`src/rtl/mu8_pkg.sv`:
```
`timescale 1ns / 1ps
// shared types and constants of the modified utf-8 decoder
// no dependencies

package mu8_pkg;

	localparam int BYTE_W  = 8;
	localparam int UNIT_W  = 16;
	localparam int SLOTS   = 3;
	localparam int SLOT_W  = 2;
	localparam int DEPTH   = 2;
	localparam int PTR_W   = 1;
	localparam int FILL_W  = 2;

	// byte classes
	localparam logic [BYTE_W-1:0] CONT_MASK  = 8'hC0;
	localparam logic [BYTE_W-1:0] CONT_TAG   = 8'h80;
	localparam logic [BYTE_W-1:0] LEAD2_MASK = 8'hE0;
	localparam logic [BYTE_W-1:0] LEAD2_TAG  = 8'hC0;
	localparam logic [3:0]        BAD_NIB    = 4'hF;

	// pending byte count
	localparam logic [1:0] HELD_NONE = 2'd0;
	localparam logic [1:0] HELD_LEAD = 2'd1;
	localparam logic [1:0] HELD_MID  = 2'd2;

	// all results caused by one input byte
	typedef struct packed {
		logic [SLOTS-1:0][UNIT_W-1:0] units;
		logic [SLOTS-1:0]             bad;
		logic [SLOT_W-1:0]            cnt;
		logic                         eos;
	} bundle_t;

	function automatic logic is_cont(input logic [BYTE_W-1:0] b);
		return (b & CONT_MASK) == CONT_TAG;
	endfunction

	function automatic logic [UNIT_W-1:0] raw_unit(input logic [BYTE_W-1:0] b);
		return {{(UNIT_W-BYTE_W){1'b0}}, b};
	endfunction

endpackage

```
`src/rtl/mu8_byte_if.sv`:
```
`timescale 1ns / 1ps
// byte channel: valid, ready and one string byte
// depends on mu8_pkg

interface mu8_byte_if import mu8_pkg::*; ();
	logic              valid;
	logic              ready;
	logic [BYTE_W-1:0] data_byte;
	logic              end_of_string;

	modport source (output valid, data_byte, end_of_string, input ready);
	modport sink (input valid, data_byte, end_of_string, output ready);
endinterface

```
`src/rtl/mu8_unit_if.sv`:
```
`timescale 1ns / 1ps
// code unit channel: valid, ready and one decoded result
// depends on mu8_pkg

interface mu8_unit_if import mu8_pkg::*; ();
	logic              valid;
	logic              ready;
	logic [UNIT_W-1:0] code_unit;
	logic              malformed;
	logic              last_of_run;
	logic              string_done;

	modport source (output valid, code_unit, malformed, last_of_run, string_done,
		input ready);
	modport sink (input valid, code_unit, malformed, last_of_run, string_done,
		output ready);
endinterface

```
`src/rtl/mu8_front.sv`:
```
`timescale 1ns / 1ps
// front part: accepts bytes, tracks pending sequence, builds result bundles
// depends on mu8_pkg, mu8_byte_if

module mu8_front import mu8_pkg::*; (
	input  logic      clk,
	input  logic      arst_n,
	mu8_byte_if.sink  bytes,
	input  logic      q_full,
	output logic      push,
	output bundle_t   push_data
);

	logic [BYTE_W-1:0] lead_q, mid_q;
	logic [1:0]        count_q;

	logic [BYTE_W-1:0] b, nl, nm;
	logic [1:0]        nc;
	logic [SLOT_W-1:0] n;
	logic              cont, ascii, fresh_emit, do_fresh;
	logic              e_dec, e_lead, e_mid;
	logic [UNIT_W-1:0] dec_unit;
	bundle_t           bnd;
	logic              xfer;

	assign bytes.ready = !q_full;
	assign xfer        = bytes.valid && !q_full;
	assign push        = xfer && (bnd.cnt != '0);
	assign push_data   = bnd;

	always_comb begin
		b          = bytes.data_byte;
		cont       = is_cont(b);
		ascii      = !b[BYTE_W-1];
		fresh_emit = ascii || cont || (b[BYTE_W-1:BYTE_W-4] == BAD_NIB);
		nl         = lead_q;
		nm         = mid_q;
		nc         = count_q;
		do_fresh   = 1'b0;
		e_dec      = 1'b0;
		e_lead     = 1'b0;
		e_mid      = 1'b0;
		dec_unit   = '0;
		case (count_q)
			HELD_NONE: do_fresh = 1'b1;
			HELD_LEAD: begin
				if (!cont) begin
					e_lead   = 1'b1;
					do_fresh = 1'b1;
				end else if ((lead_q & LEAD2_MASK) == LEAD2_TAG) begin
					e_dec    = 1'b1;
					dec_unit = {5'b0, lead_q[4:0], b[5:0]};
					nc       = HELD_NONE;
				end else begin
					nm = b;
					nc = HELD_MID;
				end
			end
			default: begin
				// two pending, an impossible count of three behaves the same
				if (cont) begin
					e_dec    = 1'b1;
					dec_unit = {lead_q[3:0], mid_q[5:0], b[5:0]};
					nc       = HELD_NONE;
				end else begin
					e_lead   = 1'b1;
					e_mid    = 1'b1;
					do_fresh = 1'b1;
				end
			end
		endcase
		if (do_fresh) begin
			if (fresh_emit) begin
				nc = HELD_NONE;
			end else begin
				nl = b;
				nc = HELD_LEAD;
			end
		end

		bnd     = '0;
		bnd.eos = bytes.end_of_string;
		n       = '0;
		if (e_dec) begin
			bnd.units[n] = dec_unit;
			bnd.bad[n]   = 1'b0;
			n            = n + 1'b1;
		end
		if (e_lead) begin
			bnd.units[n] = raw_unit(lead_q);
			bnd.bad[n]   = 1'b1;
			n            = n + 1'b1;
		end
		if (e_mid) begin
			bnd.units[n] = raw_unit(mid_q);
			bnd.bad[n]   = 1'b1;
			n            = n + 1'b1;
		end
		if (do_fresh && fresh_emit) begin
			bnd.units[n] = raw_unit(b);
			bnd.bad[n]   = !ascii;
			n            = n + 1'b1;
		end
		// end of string flushes what is still pending
		if (bytes.end_of_string) begin
			if (nc != HELD_NONE) begin
				bnd.units[n] = raw_unit(nl);
				bnd.bad[n]   = 1'b1;
				n            = n + 1'b1;
			end
			if (nc == HELD_MID) begin
				bnd.units[n] = raw_unit(nm);
				bnd.bad[n]   = 1'b1;
				n            = n + 1'b1;
			end
			nc = HELD_NONE;
		end
		bnd.cnt = n;
	end

	always_ff @(posedge clk or negedge arst_n) begin
		if (!arst_n) begin
			count_q <= HELD_NONE;
			lead_q  <= '0;
			mid_q   <= '0;
		end else if (xfer) begin
			count_q <= nc;
			lead_q  <= nl;
			mid_q   <= nm;
		end
	end

endmodule

```
`src/rtl/mu8_fifo.sv`:
```
`timescale 1ns / 1ps
// two-entry bundle queue between front and back parts
// depends on mu8_pkg

module mu8_fifo import mu8_pkg::*; (
	input  logic    clk,
	input  logic    arst_n,
	input  logic    push,
	input  bundle_t push_data,
	output logic    full,
	input  logic    pop,
	output logic    empty,
	output bundle_t head
);

	bundle_t           mem_q [DEPTH];
	logic [PTR_W-1:0]  wr_q, rd_q;
	logic [FILL_W-1:0] fill_q;

	assign full  = (fill_q == FILL_W'(DEPTH));
	assign empty = (fill_q == '0);
	assign head  = mem_q[rd_q];

	always_ff @(posedge clk) begin
		if (push) begin
			mem_q[wr_q] <= push_data;
		end
	end

	always_ff @(posedge clk or negedge arst_n) begin
		if (!arst_n) begin
			wr_q   <= '0;
			rd_q   <= '0;
			fill_q <= '0;
		end else begin
			if (push) begin
				wr_q <= wr_q + 1'b1;
			end
			if (pop) begin
				rd_q <= rd_q + 1'b1;
			end
			fill_q <= fill_q + FILL_W'(push) - FILL_W'(pop);
		end
	end

endmodule

```
`src/rtl/mu8_back.sv`:
```
`timescale 1ns / 1ps
// back part: walks the head bundle one code unit per transfer into the output register
// depends on mu8_pkg, mu8_unit_if

module mu8_back import mu8_pkg::*; (
	input  logic       clk,
	input  logic       arst_n,
	input  logic       q_empty,
	input  bundle_t    q_head,
	output logic       q_pop,
	mu8_unit_if.source units
);

	logic [SLOT_W-1:0] idx_q;
	logic              valid_q;
	logic [UNIT_W-1:0] unit_q;
	logic              bad_q, last_q, done_q;

	logic              load, take, last;
	logic [UNIT_W-1:0] sel_unit;
	logic              sel_bad;

	assign load  = !valid_q || units.ready;
	assign take  = load && !q_empty;
	assign last  = (idx_q == q_head.cnt - 1'b1);
	assign q_pop = take && last;

	always_comb begin
		case (idx_q)
			2'd0:    begin sel_unit = q_head.units[0]; sel_bad = q_head.bad[0]; end
			2'd1:    begin sel_unit = q_head.units[1]; sel_bad = q_head.bad[1]; end
			default: begin sel_unit = q_head.units[2]; sel_bad = q_head.bad[2]; end
		endcase
	end

	always_ff @(posedge clk or negedge arst_n) begin
		if (!arst_n) begin
			valid_q <= 1'b0;
			idx_q   <= '0;
		end else if (load) begin
			valid_q <= !q_empty;
			if (take) begin
				idx_q <= last ? '0 : idx_q + 1'b1;
			end
		end
	end

	always_ff @(posedge clk) begin
		if (take) begin
			unit_q <= sel_unit;
			bad_q  <= sel_bad;
			last_q <= last;
			done_q <= last && q_head.eos;
		end
	end

	assign units.valid       = valid_q;
	assign units.code_unit   = unit_q;
	assign units.malformed   = bad_q;
	assign units.last_of_run = last_q;
	assign units.string_done = done_q;

endmodule

```
`src/rtl/modified_utf8_to_utf16_decoder.sv`:
```
`timescale 1ns / 1ps
// top level of the modified utf-8 to utf-16 decoder
// depends on mu8_pkg, mu8_byte_if, mu8_unit_if, mu8_front, mu8_fifo, mu8_back
//
// usage:
//   bytes: one string byte per transfer, end_of_string set on the final byte
//   units: one utf-16 code unit per transfer, with malformed, last_of_run and
//          string_done flags; a byte causes zero to three code units
// the first code unit of a byte is written into the queue on its byte's
//   transfer and then loaded into the output register before it shows on units
// throughput: one byte per cycle while each byte gives at most one code unit and
//   the receiver does not stall; a byte that gives several units holds the output
//   until each has gone through the single output register, one unit per transfer
// a two-entry queue separates the byte side from the unit side, so bytes
//   keep flowing while a finished unit waits to be taken
// when the receiver stalls the queue fills and bytes.ready drops after two
//   bundles are waiting; nothing is lost or repeated
// reset clears the pending sequence, the queue and the output valid flag

module modified_utf8_to_utf16_decoder import mu8_pkg::*; (
	input  logic       clk,
	input  logic       arst_n,
	mu8_byte_if.sink   bytes,
	mu8_unit_if.source units
);

	// front to queue
	logic    push, q_full;
	bundle_t push_data;

	// queue to back
	logic    q_pop, q_empty;
	bundle_t q_head;

	// classifies bytes and assembles sequences, one byte per cycle while the queue has room
	mu8_front u_front (
		.clk       (clk),
		.arst_n    (arst_n),
		.bytes     (bytes),
		.q_full    (q_full),
		.push      (push),
		.push_data (push_data)
	);

	// holds bundles of results until the back part has sent them
	mu8_fifo u_fifo (
		.clk       (clk),
		.arst_n    (arst_n),
		.push      (push),
		.push_data (push_data),
		.full      (q_full),
		.pop       (q_pop),
		.empty     (q_empty),
		.head      (q_head)
	);

	// serializes each bundle into code unit transfers
	mu8_back u_back (
		.clk     (clk),
		.arst_n  (arst_n),
		.q_empty (q_empty),
		.q_head  (q_head),
		.q_pop   (q_pop),
		.units   (units)
	);

endmodule

```
`src/flat_wrapper.sv`:
```
// flat-port wrapper written by rule: the top's interface ports become plain ports
module modified_utf8_to_utf16_decoder_flat import mu8_pkg::*;
  (clk, arst_n, bytes_valid, bytes_data_byte, bytes_end_of_string, bytes_ready, units_valid, units_code_unit, units_malformed, units_last_of_run, units_string_done, units_ready);
  mu8_byte_if bytes_i ();
  mu8_unit_if units_i ();
  input  logic clk;
  input  logic arst_n;
  input wire logic [$bits(bytes_i.valid)-1:0] bytes_valid;
  input wire logic [$bits(bytes_i.data_byte)-1:0] bytes_data_byte;
  input wire logic [$bits(bytes_i.end_of_string)-1:0] bytes_end_of_string;
  output wire logic [$bits(bytes_i.ready)-1:0] bytes_ready;
  output wire logic [$bits(units_i.valid)-1:0] units_valid;
  output wire logic [$bits(units_i.code_unit)-1:0] units_code_unit;
  output wire logic [$bits(units_i.malformed)-1:0] units_malformed;
  output wire logic [$bits(units_i.last_of_run)-1:0] units_last_of_run;
  output wire logic [$bits(units_i.string_done)-1:0] units_string_done;
  input wire logic [$bits(units_i.ready)-1:0] units_ready;
  assign bytes_i.valid = bytes_valid;
  assign bytes_i.data_byte = bytes_data_byte;
  assign bytes_i.end_of_string = bytes_end_of_string;
  assign bytes_ready = bytes_i.ready;
  assign units_valid = units_i.valid;
  assign units_code_unit = units_i.code_unit;
  assign units_malformed = units_i.malformed;
  assign units_last_of_run = units_i.last_of_run;
  assign units_string_done = units_i.string_done;
  assign units_i.ready = units_ready;
  modified_utf8_to_utf16_decoder u_core (.clk(clk), .arst_n(arst_n), .bytes(bytes_i), .units(units_i));
endmodule
```
`config.mk`:
```
export PLATFORM = sky130hd
export DESIGN_NAME = modified_utf8_to_utf16_decoder_flat
export DESIGN_NICKNAME = d
export VERILOG_FILES = /design/src/rtl/mu8_pkg.sv /design/src/rtl/mu8_byte_if.sv /design/src/rtl/mu8_unit_if.sv /design/src/rtl/mu8_front.sv /design/src/rtl/mu8_fifo.sv /design/src/rtl/mu8_back.sv /design/src/rtl/modified_utf8_to_utf16_decoder.sv /design/src/flat_wrapper.sv
export SDC_FILE = /design/constraint.sdc
export NUM_CORES = 1
export LEC_CHECK = 0
export BUFFER_PORTS_ARGS = -buffer_cell sky130_fd_sc_hd__buf_2
export CAP_MARGIN = 30
export CORE_MARGIN = 3
export CORE_UTILIZATION = 45
export CTS_CLUSTER_SIZE = 30
export DETAILED_ROUTE_END_ITERATION = 8
export PLACE_DENSITY = 0.66
export SYNTH_ARGS = -nofsm -noshare
export SYNTH_HDL_FRONTEND = slang
export SYNTH_SLANG_ARGS = --single-unit
```
`constraint.sdc`:
```
create_clock -name clk -period 10.6 [get_ports clk]
set_clock_uncertainty 0.1 [all_clocks]
set_input_delay 2.65 -clock clk [delete_from_list [all_inputs] [get_ports clk]]
set_output_delay 2.65 -clock clk [all_outputs]
set_load 0.1 [all_outputs]
```
Yosys cells after proc, flatten, opt, wreduce, memory -nomap -nowiden
Memories as Yosys holds them, arrays and structs flattened.
Index checks and enable logic that the tools add are counted.
{"block": "classes", "addsub": 11, "n_lt_le_gt_ge": 10, "n_eq_ne": 8, "mux": 71, "bitwise_logic": 3, "n_reduce_logical": 25}
{"operator": "51-bit two-way mux", "count": 7}
{"operator": "48-bit bitwise mux", "count": 5}
{"operator": "16-bit demux with 2-bit select", "count": 5}
{"operator": "16-bit two-way mux", "count": 7}
{"operator": "16-bit case mux with 2 select lines", "count": 2}
{"operator": "8-bit two-way mux", "count": 5}
{"operator": "2-bit two-way mux", "count": 13}
{"operator": "11-bit two-way mux", "count": 2}
{"operator": "1-bit two-way mux", "count": 16}
{"operator": "2-bit by 3-bit < comparator with 1-bit output (second input constant)", "count": 5}
{"operator": "2-bit by 1-bit adder with 2-bit output (second input constant)", "count": 6}
{"operator": "1-bit logical AND", "count": 11}
{"operator": "1-bit demux with 2-bit select", "count": 5}
{"operator": "2-bit by 1-bit greater-or-equal comparator with 1-bit output (second input constant)", "count": 5}
{"operator": "3-bit bitwise OR", "count": 3}
{"operator": "2-bit == test (second input constant)", "count": 3}
{"operator": "2-bit zero test", "count": 3}
{"operator": "2-bit by 1-bit == test with 1-bit output (second input constant)", "count": 2}
{"operator": "4-bit == test (second input constant)", "count": 1}
{"operator": "1-bit zero test", "count": 4}
{"operator": "1-bit case mux with 2 select lines", "count": 2}
{"operator": "2-bit case mux with 2 select lines", "count": 1}
{"operator": "2-bit nonzero test", "count": 2}
{"operator": "3-bit bitwise mux", "count": 1}
{"operator": "9 further kinds", "count": 12}
{"block": "totals", "regBits": 44, "ram_bits": 108, "out_inout_bits": 21, "wordCells": 141, "mem_count": 1}
{"name": "u_core.u_fifo.mem_q", "words": 2, "word_bits": 54, "read_ports": 1, "rd_ports_with_merged_regs": 0, "write_ports": 1, "line_no": "mu8_fifo.sv:16", "text": "bundle_t mem_q [DEPTH];"}

Depth between registers and ports, before layout
{"block": "depth", "ltp_word": 21, "mapped_depth": 23}

Modules after synthesis
From an unflattened synthesis, not the netlist that was laid out.
{"block": "unflattened", "hier_cells": 592, "area_unflattened_um2": 7843.8}
{"mod": "mu8_fifo", "n_inst": 1, "cells_each": 183, "area_per_inst_um2": 4342.9, "seq_area_each_um2": 3343.2}
{"mod": "mu8_front", "n_inst": 1, "cells_each": 310, "area_per_inst_um2": 2427.3, "seq_area_each_um2": 450.4}
{"mod": "mu8_back", "n_inst": 1, "cells_each": 99, "area_per_inst_um2": 1073.5, "seq_area_each_um2": 645.6}

Worst setup path before layout
Ideal clock, no wire load.
{"block": "synth_timing", "kind": "input port to flip-flop", "from": "input port bytes_data_byte[6]", "to": "memory u_core.u_fifo.mem_q[0][0] (netlist bit), enable pin", "setup_ps": 438, "t_arrival_ps": 7738, "setup_slack_ps": 2325, "path_stages": 21, "n_path_buf": 2, "cell_sequence": "buf_4 and2b_4 and2_1 buf_2 nor2_1 inv_1 ha_1 nor4b_1 a211o_1 a2bb2oi_1 o21ai_0 a21oi_1 inv_2 ha_1 nand2_1 o21a_1 ha_1 o22ai_2 nand2_2 a31oi_4 nor2b_1"}
{"block": "synth_between", "elab_chain_cells": 20, "elab_cells_between_ends": 36}
{"item": "start: declaration", "line_no": "flat_wrapper.sv:9", "text": "input wire logic [$bits(bytes_i.data_byte)-1:0] bytes_data_byte;"}
{"item": "2-bit == test", "line_no": "mu8_pkg.sv:36", "text": "return (b & CONT_MASK) == CONT_TAG;"}
{"item": "1-bit two-way mux, on equally long branches", "line_no": "mu8_front.sv:61, mu8_front.sv:47"}
{"item": "1-bit case mux with 2 select lines", "line_no": "mu8_front.sv:44", "text": "case (count_q)"}
{"item": "1-bit two-way mux", "line_no": "mu8_front.sv:84", "text": "if (e_dec) begin"}
{"item": "2-bit by 1-bit adder with 2-bit output", "line_no": "mu8_front.sv:92", "text": "n = n + 1'b1;"}
{"item": "2-bit two-way mux", "line_no": "mu8_front.sv:89", "text": "if (e_lead) begin"}
{"item": "2-bit by 1-bit adder with 2-bit output", "line_no": "mu8_front.sv:97", "text": "n = n + 1'b1;"}
{"item": "2-bit two-way mux", "line_no": "mu8_front.sv:94", "text": "if (e_mid) begin"}
{"item": "[4 not listed]"}
{"item": "2-bit two-way mux", "line_no": "mu8_front.sv:105", "text": "if (bytes.end_of_string) begin"}
{"item": "2-bit by 1-bit adder with 2-bit output", "line_no": "mu8_front.sv:114", "text": "n = n + 1'b1;"}
{"item": "2-bit two-way mux", "line_no": "mu8_front.sv:111", "text": "if (nc == HELD_MID) begin"}
{"item": "2-bit two-way mux (*)", "line_no": "mu8_front.sv:105"}
{"item": "2-bit nonzero test (*)", "line_no": "mu8_front.sv:28", "text": "assign push = xfer && (bnd.cnt != '0);"}
{"item": "1-bit logical AND (*)", "line_no": "mu8_front.sv:28"}
{"item": "1-bit two-way mux (*)", "line_no": "mu8_fifo.sv:25", "text": "if (push) begin"}
{"item": "1-bit two-way mux (not written as such) (*)", "line_no": "mu8_fifo.sv:26", "text": "mem_q[wr_q] <= push_data;"}
{"item": "end: declaration", "line_no": "mu8_fifo.sv:16"}
Every way passes the cells marked *; elsewhere a longest branch is shown, timed or not. The select of a mux whose other input is x is not followed.

Worst setup path in the final report
{"block": "layout_timing", "from": "input port bytes_data_byte[6]", "to": "memory u_core.u_fifo.mem_q[0][23] (netlist bit), enable pin"}
The elaborated chain is that of the path after synthesis.

==> results.tsv <==
metric	value	unit
number of global-route vias before repair	4182	
CTS tree	done	
setup slack after layout	3120	ps
Die Footprint	14800	um2
first-pass GRT wire length	23600	um
internal power	1.32	mW
synthesized net count	518	
Area Growth Syn to Fin	15.9	%
DP Cell Count	677	
post-cts sizing count	0	
FMAX	0.134	GHz
R2R Path End	u_core.u_fifo.mem_q[0][23]	
Setup CP Type	input port to register	
NetSw	0.899	mW
gr usage total	21.4	%
DP HPWL	10100	um
number of flops mapped to enable cells by yosys	95	
max-cap violations	0	
antenna viol nets, final	0	
final net count	550	
Worst slew margin	38.6	%
post-synth cell types	66	
reg2reg start	u_core.u_front.count_q[1]	
biggest area consumer among synthesized cells	edfxtp_1	
crit share post-route	70.5	%
initial antenna violation count	0	
initial DRC count	419	
R2R Setup Slk	5010	ps
Skew-Pair Late Insertion Delay	420	ps
TritonCTS buffer count	17	
CP arrival	7490	ps
row count	41	
Hold Crit Class	register to register	
GP Congestion	0.963	
most common cell in the netlist	edfxtp_1	
WP data required	10620	ps
synthesized area	6020	um2
final WL	15000	um
Pwr Density	318	nW/um2
CTS sink cnt	120	
Tmin final	7480	ps
Flop pwr share	35.0	%
postcts setup bufs	0	
maximum level of the CTS H-tree	4	
hold path start	u_core.u_fifo.fill_q[0]	
floorplan die height	122	um
top area cells in the synthesized netlist	edfxtp_1 47%, dfrtp_1 10%, a22oi_1 3.1%	
Reg clk slew, reported paths	60	ps
fraction of registers with async set/reset	20.8	%
WL/cell	21.1	um
sequential fraction of the synthesis area	57.8	%
post-synth top area share	47.4	%
largest net degree at the start of global routing	40	
Hold Path Sink	u_core.u_back.units.valid	
hold_buf cts	0	
IO buf count	33	
Die X	122	um
num ports	34	
logic gate share of total power	38.4	%
DRT Pass-1 Iters	8	
Clock Power Share	26.6	%
worst setup path start	bytes_data_byte[6]	
Net Sw Frac	40.5	%
CP Max Fanout	21	
core footprint	12900	um2
post-synthesis area per instance	12.2	um2
predominant post-synthesis flop cell	edfxtp_1	
final setup vio count	0	
Initial Util	46.8	%
Worst R2R Path Depth	20	
RSZ-0062 raised after global routing	false	
share of cells above drive strength 1	19.3	%
Startpoint Class	input port	
crit end category	register	
final setup TNS	0	ps
CTS Buffer Depth	2	
clk root buf	clkbuf_16	
# diodes	0	
DR DRC count	0	
final hold vios	0	
Post-synth top cells	95 x edfxtp_1, 41 x nand2_1, 30 x a21oi_1, 27 x nor2_1	
Placement Setup Slack	2780	ps
Via-to-Cell Ratio	5.92	
Syn. warnings	0	
hold path cells	2	
slew of the pin with the lowest slew margin	919	ps
synthesized flop and latch total	120	
Mapped Cells	493	
Post-Layout Cell Count	710	
Final Max Tran Viols	0	
worst vdd ir	0.151	mV
Static Leak	2.67	nW
status	finished, final reports clean	
DR vias	4205	
global route overflow	0	
-- power by group through the flow --
stage	sequential (mW)	combinational [mW]	clock, mW
2_1_floorplan	1.04	0.389	0
3_3_place_gp	0.779	0.821	0
5_1_grt	0.790	0.921	0.624
6_report	0.776	0.853	0.591
4_1_cts	0.775	0.850	0.601
3_5_place_dp	0.782	0.847	0
-- critical path, stage by stage --
cell,delay [ps]
buf_2,250
and2b_4,260
and2_1,260
nor2_1,310
inv_1,80
ha_1,420
nor4b_1,280
a211o_1,150
a2bb2oi_1,290
o21ai_0,140
a21oi_1,220
inv_2,90
ha_1,270
nand2_1,70
o21a_1,150
ha_1,290
o22ai_2,100
nand2_2,100
a31oi_4,260
nor2b_4,600
buf_16,250
-- state kept, by name (all words and copies together), names as in the netlist, 2 cells and up --
name and cells:
u_core.u_back.idx_q 2, u_core.u_fifo.fill_q 2, u_core.u_front.count_q 2, u_core.u_fifo.mem_q 76, u_core.u_back.units.code_unit 16, u_core.u_front.mid_q 8, u_core.u_front.lead_q 8
-- how the worst max path moves through the flow --
stage	slack [ps]	depth (start not counted)	to
6_report	3120	21	u_core.u_fifo.mem_q[0][23]
5_1_grt	2770	21	u_core.u_fifo.mem_q[0][23]
4_1_cts	3210	21	u_core.u_fifo.mem_q[0][38]
3_5_place_dp	2780	21	u_core.u_fifo.mem_q[0][3]
3_3_place_gp	2710	20	u_core.u_fifo.mem_q[0][3]
2_1_floorplan	2320	21	u_core.u_fifo.mem_q[0][0]
-- metal layers --
metal | vias to the layer above | share of wire (%) | GRT usage, %
li1 | 1970 | - | -
met5 | - | 0 | 0
met1 | 2048 | 46 | 29.2
met4 | 0 | 2.4 | 8.40
met2 | 158 | 45 | 31.8
met3 | 29 | 6.9 | 7.15
-- kinds of logic after synthesis --
group	Yosys count	synth area share, %
AOI/OAI and AO/OA	159	19.4
and+or+nand+nor	123	10.9
DFF	120	57.8
buffers and inverters	41	3.01
muxes	29	5.15
adders and majority gates	12	2.49
xor gates and xnor gates	9	1.31
-- per-stage QoR --
stage                     power [mW]  hold WS [ps]  area, um2  utilization, %
after CTS                       2.23           385       6950            54.0
after global placement          1.60           369       6310            49.0
final                           2.22           382       6980            54.2
after detailed placement        1.63           371       6350            49.3
after global routing            2.33           433       6980            54.2
after floorplan                 1.43           352       6020               -
-- cells in the final DEF (no fill, tap or decap), types with 3 or more instances in the layout --
| master | count |
|---|---|
| dfrtp_1 | 25 |
| nor2_1 | 27 |
| clkinv_1 | 5 |
| xnor2_1 | 6 |
| buf_4 | 3 |
| a21oi_1 | 30 |
| a21o_1 | 11 |
| mux2_2 | 16 |
| nand2b_1 | 7 |
| o31ai_1 | 3 |
| o22ai_1 | 17 |
| nor2b_1 | 9 |
| nand3_1 | 10 |
| nand2_1 | 41 |
| bufinv_16 | 4 |
| o21ai_0 | 20 |
| xor2_1 | 3 |
| a221oi_1 | 15 |
| a22oi_1 | 25 |
| and3_1 | 5 |
| clkbuf_16 | 17 |
| buf_2 | 33 |
| mux2i_1 | 13 |
| ha_1 | 12 |
| edfxtp_1 | 95 |
| a22o_1 | 10 |
| o2bb2ai_1 | 3 |
| and2_1 | 5 |
| inv_1 | 14 |
-- area by class of cell --
type,count,area (um2)
Sequential cell,120,3480
Clock inverter,12,158
Inverter,15,56.3
Tap cell,172,215
Timing Repair Buffer,39,254
Clock buffer,20,447
Multi-Input combinational cell,332,2370
Fill cell,1084,5900
(Power assumes the default switching activity.)
